==> src/hw/rtl/plap_pkg.sv <==
// plap_pkg: shared widths, register indexes, neighbor codes and the
// command/status structs used between the laplacian controller and datapath
// no dependencies
package plap_pkg;

  localparam int unsigned COORD_W   = 4;
  localparam int unsigned VALUE_W   = 16;
  localparam int unsigned LAP_W     = 20;
  localparam int unsigned EXT_W     = 5;
  localparam int unsigned CFG_IDX_W = 2;

  localparam int unsigned DEF_MAX_DIM = 16;

  localparam logic [EXT_W-1:0] EXT_RESET = EXT_W'(16);

  // configuration register indexes
  localparam logic [CFG_IDX_W-1:0] REG_SIZE_I = 2'd0;
  localparam logic [CFG_IDX_W-1:0] REG_SIZE_J = 2'd1;
  localparam logic [CFG_IDX_W-1:0] REG_SIZE_K = 2'd2;

  // item opcodes
  localparam logic OP_WRITE = 1'b0;
  localparam logic OP_QUERY = 1'b1;

  // which cell of the stencil is addressed
  typedef enum logic [2:0] {
    NB_CENTER = 3'd0,
    NB_I_NEXT = 3'd1,
    NB_I_PREV = 3'd2,
    NB_J_NEXT = 3'd3,
    NB_J_PREV = 3'd4,
    NB_K_NEXT = 3'd5,
    NB_K_PREV = 3'd6
  } nbr_e;

  typedef struct packed {
    logic load_item;
    logic mem_wr;
    logic rd_issue;
    nbr_e rd_sel;
    logic out_load;
  } ctl_cmd_t;

  typedef struct packed {
    logic in_query;
    logic in_bad;
  } ctl_sts_t;

endpackage

==> src/hw/rtl/plap_ctrl.sv <==
// plap_ctrl: sequencer for writes and seven-read queries, owns the output valid
// depends on plap_pkg
module plap_ctrl import plap_pkg::*; (
  input  logic     clk_i,
  input  logic     rst_ni,
  input  logic     in_valid_i,
  output logic     in_ready_o,
  output logic     out_valid_o,
  input  logic     out_ready_i,
  input  ctl_sts_t sts_i,
  output ctl_cmd_t cmd_o
);

  typedef enum logic [2:0] {
    S_IDLE,
    S_WRITE,
    S_READ,
    S_LAST,
    S_DONE
  } state_e;

  state_e state_q;
  nbr_e   nbr_q;
  logic   out_valid_q;
  logic   in_fire;
  logic   out_fire;

  assign in_ready_o  = (state_q == S_IDLE);
  assign out_valid_o = out_valid_q;
  assign in_fire     = in_valid_i && in_ready_o;
  assign out_fire    = out_valid_q && out_ready_i;

  // commands to the datapath
  always_comb begin
    cmd_o.load_item = in_fire;
    cmd_o.mem_wr    = (state_q == S_WRITE);
    cmd_o.rd_issue  = (state_q == S_READ);
    cmd_o.rd_sel    = (state_q == S_READ) ? nbr_q : NB_CENTER;
    cmd_o.out_load  = (state_q == S_DONE) && (!out_valid_q || out_ready_i);
  end

  // state, neighbor counter and output valid
  always_ff @(posedge clk_i or negedge rst_ni) begin
    if (!rst_ni) begin
      state_q     <= S_IDLE;
      nbr_q       <= NB_CENTER;
      out_valid_q <= 1'b0;
    end else begin
      if (cmd_o.out_load) begin
        out_valid_q <= 1'b1;
      end else if (out_fire) begin
        out_valid_q <= 1'b0;
      end
      unique case (state_q)
        S_IDLE: begin
          nbr_q <= NB_CENTER;
          if (in_fire) begin
            if (sts_i.in_query) begin
              state_q <= sts_i.in_bad ? S_DONE : S_READ;
            end else begin
              state_q <= sts_i.in_bad ? S_IDLE : S_WRITE;
            end
          end
        end
        S_WRITE: begin
          state_q <= S_IDLE;
        end
        S_READ: begin
          if (nbr_q == NB_K_PREV) begin
            state_q <= S_LAST;
          end else begin
            nbr_q <= nbr_e'(nbr_q + 3'd1);
          end
        end
        S_LAST: begin
          state_q <= S_DONE;
        end
        S_DONE: begin
          if (cmd_o.out_load) begin
            state_q <= S_IDLE;
          end
        end
        default: begin
          state_q <= S_IDLE;
        end
      endcase
    end
  end

  // the memory port is never asked to write and read in one cycle
  a_port_excl: assert property (@(posedge clk_i) disable iff (!rst_ni)
    cmd_o.mem_wr |-> !cmd_o.rd_issue)
    else $error("plap_ctrl: write and read issued together");

  // any word but an out-of-range write leaves the block busy in the cycle after it is taken
  a_busy_after_take: assert property (@(posedge clk_i) disable iff (!rst_ni)
    in_fire && (sts_i.in_query || !sts_i.in_bad) |=> !in_ready_o)
    else $error("plap_ctrl: ready right after accepting a word");

  // a result only appears out of the done state
  a_out_from_done: assert property (@(posedge clk_i) disable iff (!rst_ni)
    $rose(out_valid_q) |-> $past(state_q == S_DONE))
    else $error("plap_ctrl: output valid raised outside done");

  // the final read is always followed by the done state
  a_last_to_done: assert property (@(posedge clk_i) disable iff (!rst_ni)
    (state_q == S_LAST) |=> (state_q == S_DONE))
    else $error("plap_ctrl: last read not followed by done");

endmodule

==> config.mk <==
export PLATFORM = sky130hd
export DESIGN_NAME = plap_ctrl
export DESIGN_NICKNAME = d
export VERILOG_FILES = /design/src/hw/rtl/plap_pkg.sv /design/src/hw/rtl/plap_ctrl.sv
export SDC_FILE = /design/constraint.sdc
export NUM_CORES = 1
export LEC_CHECK = 0
export BUFFER_PORTS_ARGS = -buffer_cell sky130_fd_sc_hd__clkbuf_2
export CAP_MARGIN = 30
export CORE_AREA = 10 10 47 49
export CTS_CLUSTER_SIZE = 10
export DETAILED_ROUTE_END_ITERATION = 16
export DIE_AREA = 0 0 57 59
export PLACE_DENSITY_LB_ADDON = 0.3
export SLEW_MARGIN = 20
export SYNTH_ARGS = -nofsm -noshare
export SYNTH_HDL_FRONTEND = slang
export SYNTH_SLANG_ARGS = --single-unit
==> constraint.sdc <==
create_clock -name clk_i -period 2.5 [get_ports clk_i]
set_input_delay 0.375 -clock clk_i [delete_from_list [all_inputs] [get_ports clk_i]]
set_output_delay 0.375 -clock clk_i [all_outputs]
set_load 0.01 [all_outputs]
==> results of run 1 <==
-- kinds of logic after synthesis --
kind of cell,after synthesis
fa+ha+maj,2
flops,7
compound gates,5
buf+inv,6
mux,2
simple gates,25
-- flip-flops by register name, indices dropped and copies added (netlist names) --
signal,count
nbr_q,3
out_valid_o,1
state_q,3
-- cells in the final DEF, fill, tap and decap left out --
master         netlist  layout
a21oi_1              2       2
a31oi_1              2       2
and2_1               2       2
and3_1               3       3
clkbuf_1             1       1
clkbuf_2             0      14
clkbuf_4             0       3
dfrtp_1              7       7
dlygate4sd3_1        0       1
ha_1                 2       2
inv_1                2       2
inv_2                1       1
mux2i_1              2       2
nand2_1              6       6
nand2b_1             1       1
nand3_1              2       2
nand3b_1             1       1
nand4_1              1       1
nor2_1               2       2
nor2_2               1       1
nor2b_1              1       1
nor3_1               2       2
nor3b_1              1       1
nor4b_1              1       1
o211ai_2             1       1
or3_4                1       1
-- layout make-up --
type,instances,area share [%]
Clock buffer,4,4.918
Inverter,3,2.108
Multi-Input combinational cell,34,41.45
Sequential cell,7,32.79
Tap cell,16,3.747
Timing Repair Buffer,15,14.99
-- power breakdown --
part | total, mW | leakage (nW) | switching, mW | internal, mW
Clock | 0.0965 | 0.0150 | 0.0360 | 0.0605
Combinational | 0.229 | 0.183 | 0.120 | 0.109
Sequential | 0.205 | 0.0923 | 0.0564 | 0.149
Total | 0.531 | 0.291 | 0.212 | 0.319
-- per-stage QoR --
stage               power [mW]  std cells  setup WS [ps]  utilization [%]  hold WS [ps]
detailed placement      0.4403         74          904.1            35.54         219.9
finish                  0.5305         79          651.8            38.13         440.5
floorplan               0.3703         47          944.7                -         79.41
global route            0.5901         79          550.1            38.13         442.5
global placement        0.4386         74          931.4            35.54         221.4
CTS                     0.5437         79          634.4            38.13         436.2
-- critical path: cells and delay by family (launching register included) --
| family | cells | cell delay [ps] |
|---|---|---|
| buffers and inverters | 2 | 200 |
| flip-flops | 1 | 490 |
| AND/OR/NAND/NOR | 2 | 550 |
-- worst max path at each step --
stage	startpoint	endpoint	slack, ps	cells after the start
3_3_place_gp	state_q[1]$_DFFE_PN0P_	cmd_o[6]	930	4
6_report	state_q[1]$_DFFE_PN0P_	cmd_o[6]	650	4
4_1_cts	state_q[1]$_DFFE_PN0P_	cmd_o[6]	630	4
3_5_place_dp	state_q[1]$_DFFE_PN0P_	cmd_o[6]	900	4
5_1_grt	state_q[1]$_DFFE_PN0P_	cmd_o[6]	550	4
2_1_floorplan	state_q[2]$_DFFE_PN0P_	cmd_o[6]	940	5
-- metal layers --
layer / wire [microns] / part of all wire [%] / vias to the layer above
li1: - / - / 194
met1: 388 / 43 / 165
met2: 496 / 55 / 2
met3: 19 / 2.1 / 0
met4: 0 / 0 / 0
met5: 0 / 0 / -
==> metrics.txt, run 1 <==
RSZ-0062 raised after global routing=no; global route hottest layer=met2; achievable frequency=541.1 MHz; Tot GR Track Use=5.683%; CTS Sinks=7; Chip Width=~57 microns; post-synthesis sequential area ratio=40.70%; Hold Path Class=primary input to flop; Main synth FF type=dfrtp_1; Die Y=59 microns; period utilisation layout=between 70 and 80%; crit path launch type=flop; Filler cells=150; FF-to-FF setup slack=around 1200 ps; share of the synthesized area in the top cell type=40.70%; Max Root-Sink Buffers=2; starting DRC count in detailed routing=2; # hold bufs at CTS=1; routed vias=361; reg2reg start=state_q[1]$_DFFE_PN0P_; n_diodes=0; number of global-route vias before repair=356; cell count after synthesis=47; routed len/inst=approximately 11 microns; CTS tree=built; number of max-cap violations=0; Power Density=about 990 nW/um^2; worst clock skew=just over 0.9 ps; Hold Violations, Final=0; Crit Path Max Fanout=13; worst reg2reg path depth=4; most common cell in the netlist=dfrtp_1; share of cells above drive strength 1=between 30% and 40%; cts bufs inserted=3; P_leak=just under 0.3 nW; Core Area=1401 sq um; full die area=between 3000 and 4000 sq um; Crit-path slowest cell=dfrtp_1; Compound-Gate Fraction of Synth Area=8.140%; critical path type=flop to output port; #FFs+latches synth=7; Final ANT Viol Nets=0; Final Cell Area=534.3 sq um; Placed Area=roughly 500 sq um; sequential cell area=approximately 180 sq um; slowest stage delay, CP=roughly 500 ps; Routed WL=around 910 microns; synth cell count leaders=dfrtp_1 (7), nand2_1 (6), and3_1 (3); global routing met2 resource utilization=9.457%; clk slew on worst S/H paths=around 50 ps; GP Congestion=roughly 0.71; Worst Tran Pin Value=334.7 ps; DRC Markers=0; critical-path cell list=or3_4 > inv_2 > and2_1 > clkbuf_2; min cycle time layout=1848 ps; HPWL after DPL=~760 microns; Synth area leaders=dfrtp_1 (41%), ha_1 (5.8%), nand2_1 (5.2%); CTS resizes=0; root buffer cell=clkbuf_4; simple-gate portion of the synthesized area=32.85%; required time worst endpoint=between 2000 and 2500 ps; CTS H-tree depth=1; Ys Warns=0; Adder-Cell Fraction of Synth Area=5.814%; Post-CTS Setup Inserts=0; outcome=finished, final reports clean; met3 usage=under 10%; asr flop ratio synth=100.0%; initial core utilization=30.71%; setup_tns=0 ps; worst skew pair latency=about 240 ps; number of cell rows=14; worst rel slew slack=between 70% and 80%; CP arrival=1470 ps; largest net degree at the start of global routing=14; area of the multi-input gates=about 220 sq um; Layout area overhead=24.13%; main combinational cell family by area after synthesis=simple AND/OR/NAND/NOR gates; peak supply drop=~0.37 mV; fin nets=roughly 70; hold endpoint=state_q[2]$_DFFE_PN0P_; Post-Synth XOR/XNOR Area=0%; Worst setup EP type=output port; # port buffers=14; total overflow reported by the global router=0; DRT Pass-1 Iters=4; synthesized area=430.4 sq um; first-pass GRT wire length=between 1.5 and 2 mm; I/O Pins=15; multiplexer share of the synthesized area=under 10%; Final setup violation count=0; Syn Area/Cell=between 9 and 10 sq um; Post-synth EDFFs=0; Cell variety after synth=25; cell taking the most area after synthesis=dfrtp_1; initial antenna violation count=0; R2R Path End=state_q[2]$_DFFE_PN0P_; DR vias/cell=~4.6; syn nets=55; Slew Limit Fails=0; met1 Use GR=roughly 5.9%; hold path start=sts_i[1]; hold-critical path depth=3
Power figures use the tool's default switching activity.
==> inputs of run 2 (changes only) <==
Clock period 2.5 ns to 1.9 ns, I/O delays scaled along.
==> metrics.txt, run 2 (synthesis results as in run 1) <==
area of the multi-input gates=221.5 sq um; Routed met2 length=519 microns; DR vias/cell=about 4.7; achievable frequency=between 500 and 600 MHz; Tot GR Track Use=approximately 5.5%; Power Total=about 0.70 mW; I/O Pins=15; Chip Width=about 57 microns; number of cell rows=14; CTS Sinks=7; Final setup violation count=0; starting DRC count in detailed routing=8; slowest stage delay, CP=490 ps; n_diodes=0; Top Layer Used=met3; commonest non-fill, non-tap cell in the layout=clkbuf_2; critical path type=flop to output port; Power Density=roughly 1300 nW/um^2; largest net degree at the start of global routing=14; Layout area overhead=24.13%; Core Area=about 1400 sq um; initial antenna violation count=0; routed vias=368; Final Cell Area=approximately 530 sq um; share of cells above drive strength 1=approximately 33%; Slew Limit Fails=0; DRT Pass-1 Iters=4; cts bufs inserted=3; Hold Path Class=primary input to flop; critical-path cell list=or3_4 > inv_2 > and2_1 > clkbuf_2; Hold Violations, Final=0; # port buffers=14; P_leak=approximately 0.29 nW; Final ANT Viol Nets=0; # hold bufs at CTS=1; worst rel slew slack=approximately 77%; Routed WL=slightly above 900 microns; CTS tree=built; CTS H-tree depth=1; required time worst endpoint=roughly 1600 ps; root buffer cell=clkbuf_4; Die Y=just under 60 microns; Placed Area=498.0 sq um; HPWL after DPL=a little under 800 microns; CTS resizes=0; peak supply drop=approximately 0.50 mV; RSZ-0062 raised after global routing=no; GP Congestion=just over 0.7; worst skew pair latency=approximately 240 ps; most frequent cells in the layout=clkbuf_2 (14), dfrtp_1 (7), nand2_1 (6); Worst setup EP type=output port; number of max-cap violations=0; crit path launch type=flop; full die area=3363 sq um; Crit-path slowest cell=dfrtp_1; WL met1=385 microns; period utilisation layout=just over 90%; Post-CTS Setup Inserts=0; DRC Markers=0; CP arrival=around 1500 ps; initial core utilization=a little over 30%; worst clock skew=0.3192 ps; clk slew on worst S/H paths=approximately 50 ps; setup_tns=0 ps; sequential cell area=roughly 180 sq um; Filler cells=approximately 160; outcome=finished, final reports clean; min cycle time layout=~1800 ps; routed len/inst=11.68 microns; number of global-route vias before repair=359; fin nets=72; total overflow reported by the global router=0; metal3 WL=18 microns; Worst Tran Pin Value=between 300 and 400 ps; Max Root-Sink Buffers=2; Crit Path Max Fanout=13; first-pass GRT wire length=around 1.5 mm
-- run 2: cell counts in the layout (fill, tap and decap cells not counted) --
Identical to the previous run, type by type.
-- run 2: critical path, delay by kind of cell, from the launching register on --
| kind | cells | cell delay [ps] |
|---|---|---|
| buffers and inverters | 2 | 200 |
| DFF | 1 | 490 |
| and+or+nand+nor | 2 | 550 |
-- run 2: cell type report --
class,count,share of cell area [%]
Sequential cell,7,32.79
Tap cell,16,3.747
Inverter,3,2.108
Multi-Input combinational cell,34,41.45
Timing Repair Buffer,15,14.99
Clock buffer,4,4.918
-- run 2: per-layer routing --
metal / up-vias / track usage [%]
li1: 194 / -
met1: 172 / 5.269
met2: 2 / 9.457
met3: 0 / 1.931
met4: 0 / 4.027
met5: - / 0
-- run 2: worst paths after layout --
path,from,endpoint,slack [ps],cells past startpoint
worst max-delay path,state_q[1]$_DFFE_PN0P_,cmd_o[6],140,4
worst min-delay path,sts_i[1],state_q[2]$_DFFE_PN0P_,350,3
worst max register to register,state_q[1]$_DFFE_PN0P_,state_q[2]$_DFFE_PN0P_,640,4
worst min register to register,nbr_q[0]$_DFFE_PN0P_,nbr_q[0]$_DFFE_PN0P_,560,1
max in group asynchronous,rst_ni,nbr_q[2]$_DFFE_PN0P_,1340,2
min in group asynchronous,rst_ni,out_valid_o$_DFFE_PN0P_,410,2
-- run 2: stage by stage --
step | utilization [%] | std cells | worst slack, ps | hold WS [ps]
final | 38.13 | 79 | 138.8 | 345.3
after detailed placement | 35.54 | 74 | 392.0 | 126.9
after floorplan | - | 47 | 434.7 | -10.59
after CTS | 38.13 | 79 | 112.2 | 339.0
after global routing | 38.13 | 79 | 36.87 | 358.4
after global placement | 35.54 | 74 | 421.0 | 131.4
-- run 2: where the power goes --
part	internal, mW	switching [mW]
sequential	0.196	0.0754
combinational	0.144	0.161
clock	0.0797	0.0478
total	0.420	0.284
==> inputs of run 3 (changes only) <==
Settings changed: RECOVER_POWER from default to 50.
==> metrics.txt, run 3 (synthesis results as in run 1) <==
outcome=finished, final reports clean; Final ANT Viol Nets=0; most frequent cells in the layout=clkbuf_2 (12), dfrtp_1 (7), nand2_1 (6); # hold bufs at CTS=1; Final setup violation count=0; Post-CTS Setup Inserts=0; critical path type=flop to output port; CTS Sinks=7; number of cell rows=14; CTS tree=built; Placed Area=roughly 500 sq um; Power Density=1321 nW/um^2; Chip Width=between 50 and 60 microns; Final Cell Area=around 530 sq um; RSZ-0062 raised after global routing=no; hold-critical path depth=3; required time worst endpoint=around 1600 ps; n_diodes=0; initial antenna violation count=0; DR vias/cell=4.658; worst rel slew slack=between 70% and 80%; Slew Limit Fails=0; number of global-route vias before repair=around 360; achievable frequency=567.8 MHz; period utilisation layout=between 90% and 100%; fin nets=slightly above 70; Hold Violations, Final=0; Core Area=between 1000 and 1500 sq um; I/O Pins=15; commonest non-fill, non-tap cell in the layout=clkbuf_2; Crit Path Max Fanout=13; total overflow reported by the global router=0; DRT Pass-1 Iters=4; routed len/inst=roughly 12 microns; number of max-cap violations=0; Worst Slack Setup Final=roughly 140 ps; worst reg2reg path depth=4; CP arrival=between 1000 and 1500 ps; GP Congestion=0.7126; root buffer cell=clkbuf_4; routed vias=between 300 and 400; Die Y=59 microns; CTS H-tree depth=1; P_leak=~0.28 nW; crit path launch type=flop; Routed WL=roughly 920 microns; Filler cells=~160; sequential cell area=roughly 180 sq um; share of cells above drive strength 1=between 30% and 40%; CTS resizes=0; starting DRC count in detailed routing=8; worst skew pair latency=240 ps; Worst setup EP type=output port; Tot GR Track Use=approximately 5.5%; initial core utilization=30.71%; DRC Markers=0; Layout area overhead=23.55%; setup_tns=0 ps; area of the multi-input gates=about 220 sq um; Cells after DPL=between 70 and 80; largest net degree at the start of global routing=14; cts bufs inserted=3; HPWL after DPL=about 770 microns; min cycle time layout=~1800 ps; Worst Tran Pin Value=roughly 350 ps; dpl ws=between 300 and 400 ps; worst clock skew=~0.32 ps; clk slew on worst S/H paths=50 ps; Max Root-Sink Buffers=2; peak supply drop=about 0.50 mV; Hold Path Class=primary input to flop; Layout Cells excl Fill=79; full die area=between 3000 and 4000 sq um; first-pass GRT wire length=approximately 1.5 mm; # port buffers=14
-- run 3: cell types whose count changed in the layout (fill, tap and decap cells not counted) --
cell      delta
clkbuf_1     +2
clkbuf_2     -2
-- run 3: worst paths after layout --
path                                        start                       to  slack [ps]
setup / recovery           state_q[1]$_DFFE_PN0P_                 cmd_o[6]         140
max in group asynchronous                  rst_ni     nbr_q[2]$_DFFE_PN0P_        1190
hold / removal                           sts_i[1]   state_q[2]$_DFFE_PN0P_         350
min in group asynchronous                  rst_ni  out_valid_o$_DFFE_PN0P_         460
setup reg to reg           state_q[1]$_DFFE_PN0P_   state_q[2]$_DFFE_PN0P_         640
hold reg to reg              nbr_q[0]$_DFFE_PN0P_     nbr_q[0]$_DFFE_PN0P_         560
-- run 3: critical path, stage by stage (launching register included) --
cell	delay (ps)
dfrtp_1	490
or3_4	430
inv_2	70
and2_1	120
clkbuf_2	130
-- run 3: per-stage QoR --
| step | power (mW) | hold WS (ps) | utilization, % |
|---|---|---|---|
| 6_report | 0.7027 | 345.3 | 37.95 |
| 5_1_grt | 0.7714 | 358.4 | 37.95 |
| 4_1_cts | 0.7224 | 339.0 | 38.13 |
| 3_5_place_dp | 0.5832 | 126.9 | 35.54 |
| 3_3_place_gp | 0.5771 | 131.4 | 35.54 |
| 2_1_floorplan | 0.4872 | -10.59 | - |
-- run 3: cell type report --
type | instances | share of cell area (%)
Tap cell | 16 | 3.765
Clock buffer | 4 | 4.941
Timing Repair Buffer | 15 | 14.59
Multi-Input combinational cell | 34 | 41.65
Sequential cell | 7 | 32.94
Inverter | 3 | 2.118
-- run 3: layer usage --
metal	wire, microns	up-vias	GRT usage, %
met2	519	2	9.457
met4	0	0	4.027
met3	18	0	1.931
met5	0	-	0
li1	-	194	-
met1	384	172	5.269
-- run 3: report_power, final --
group          switching, mW  internal, mW
logic                  0.161         0.142
registers             0.0754         0.196
clock network         0.0478        0.0797
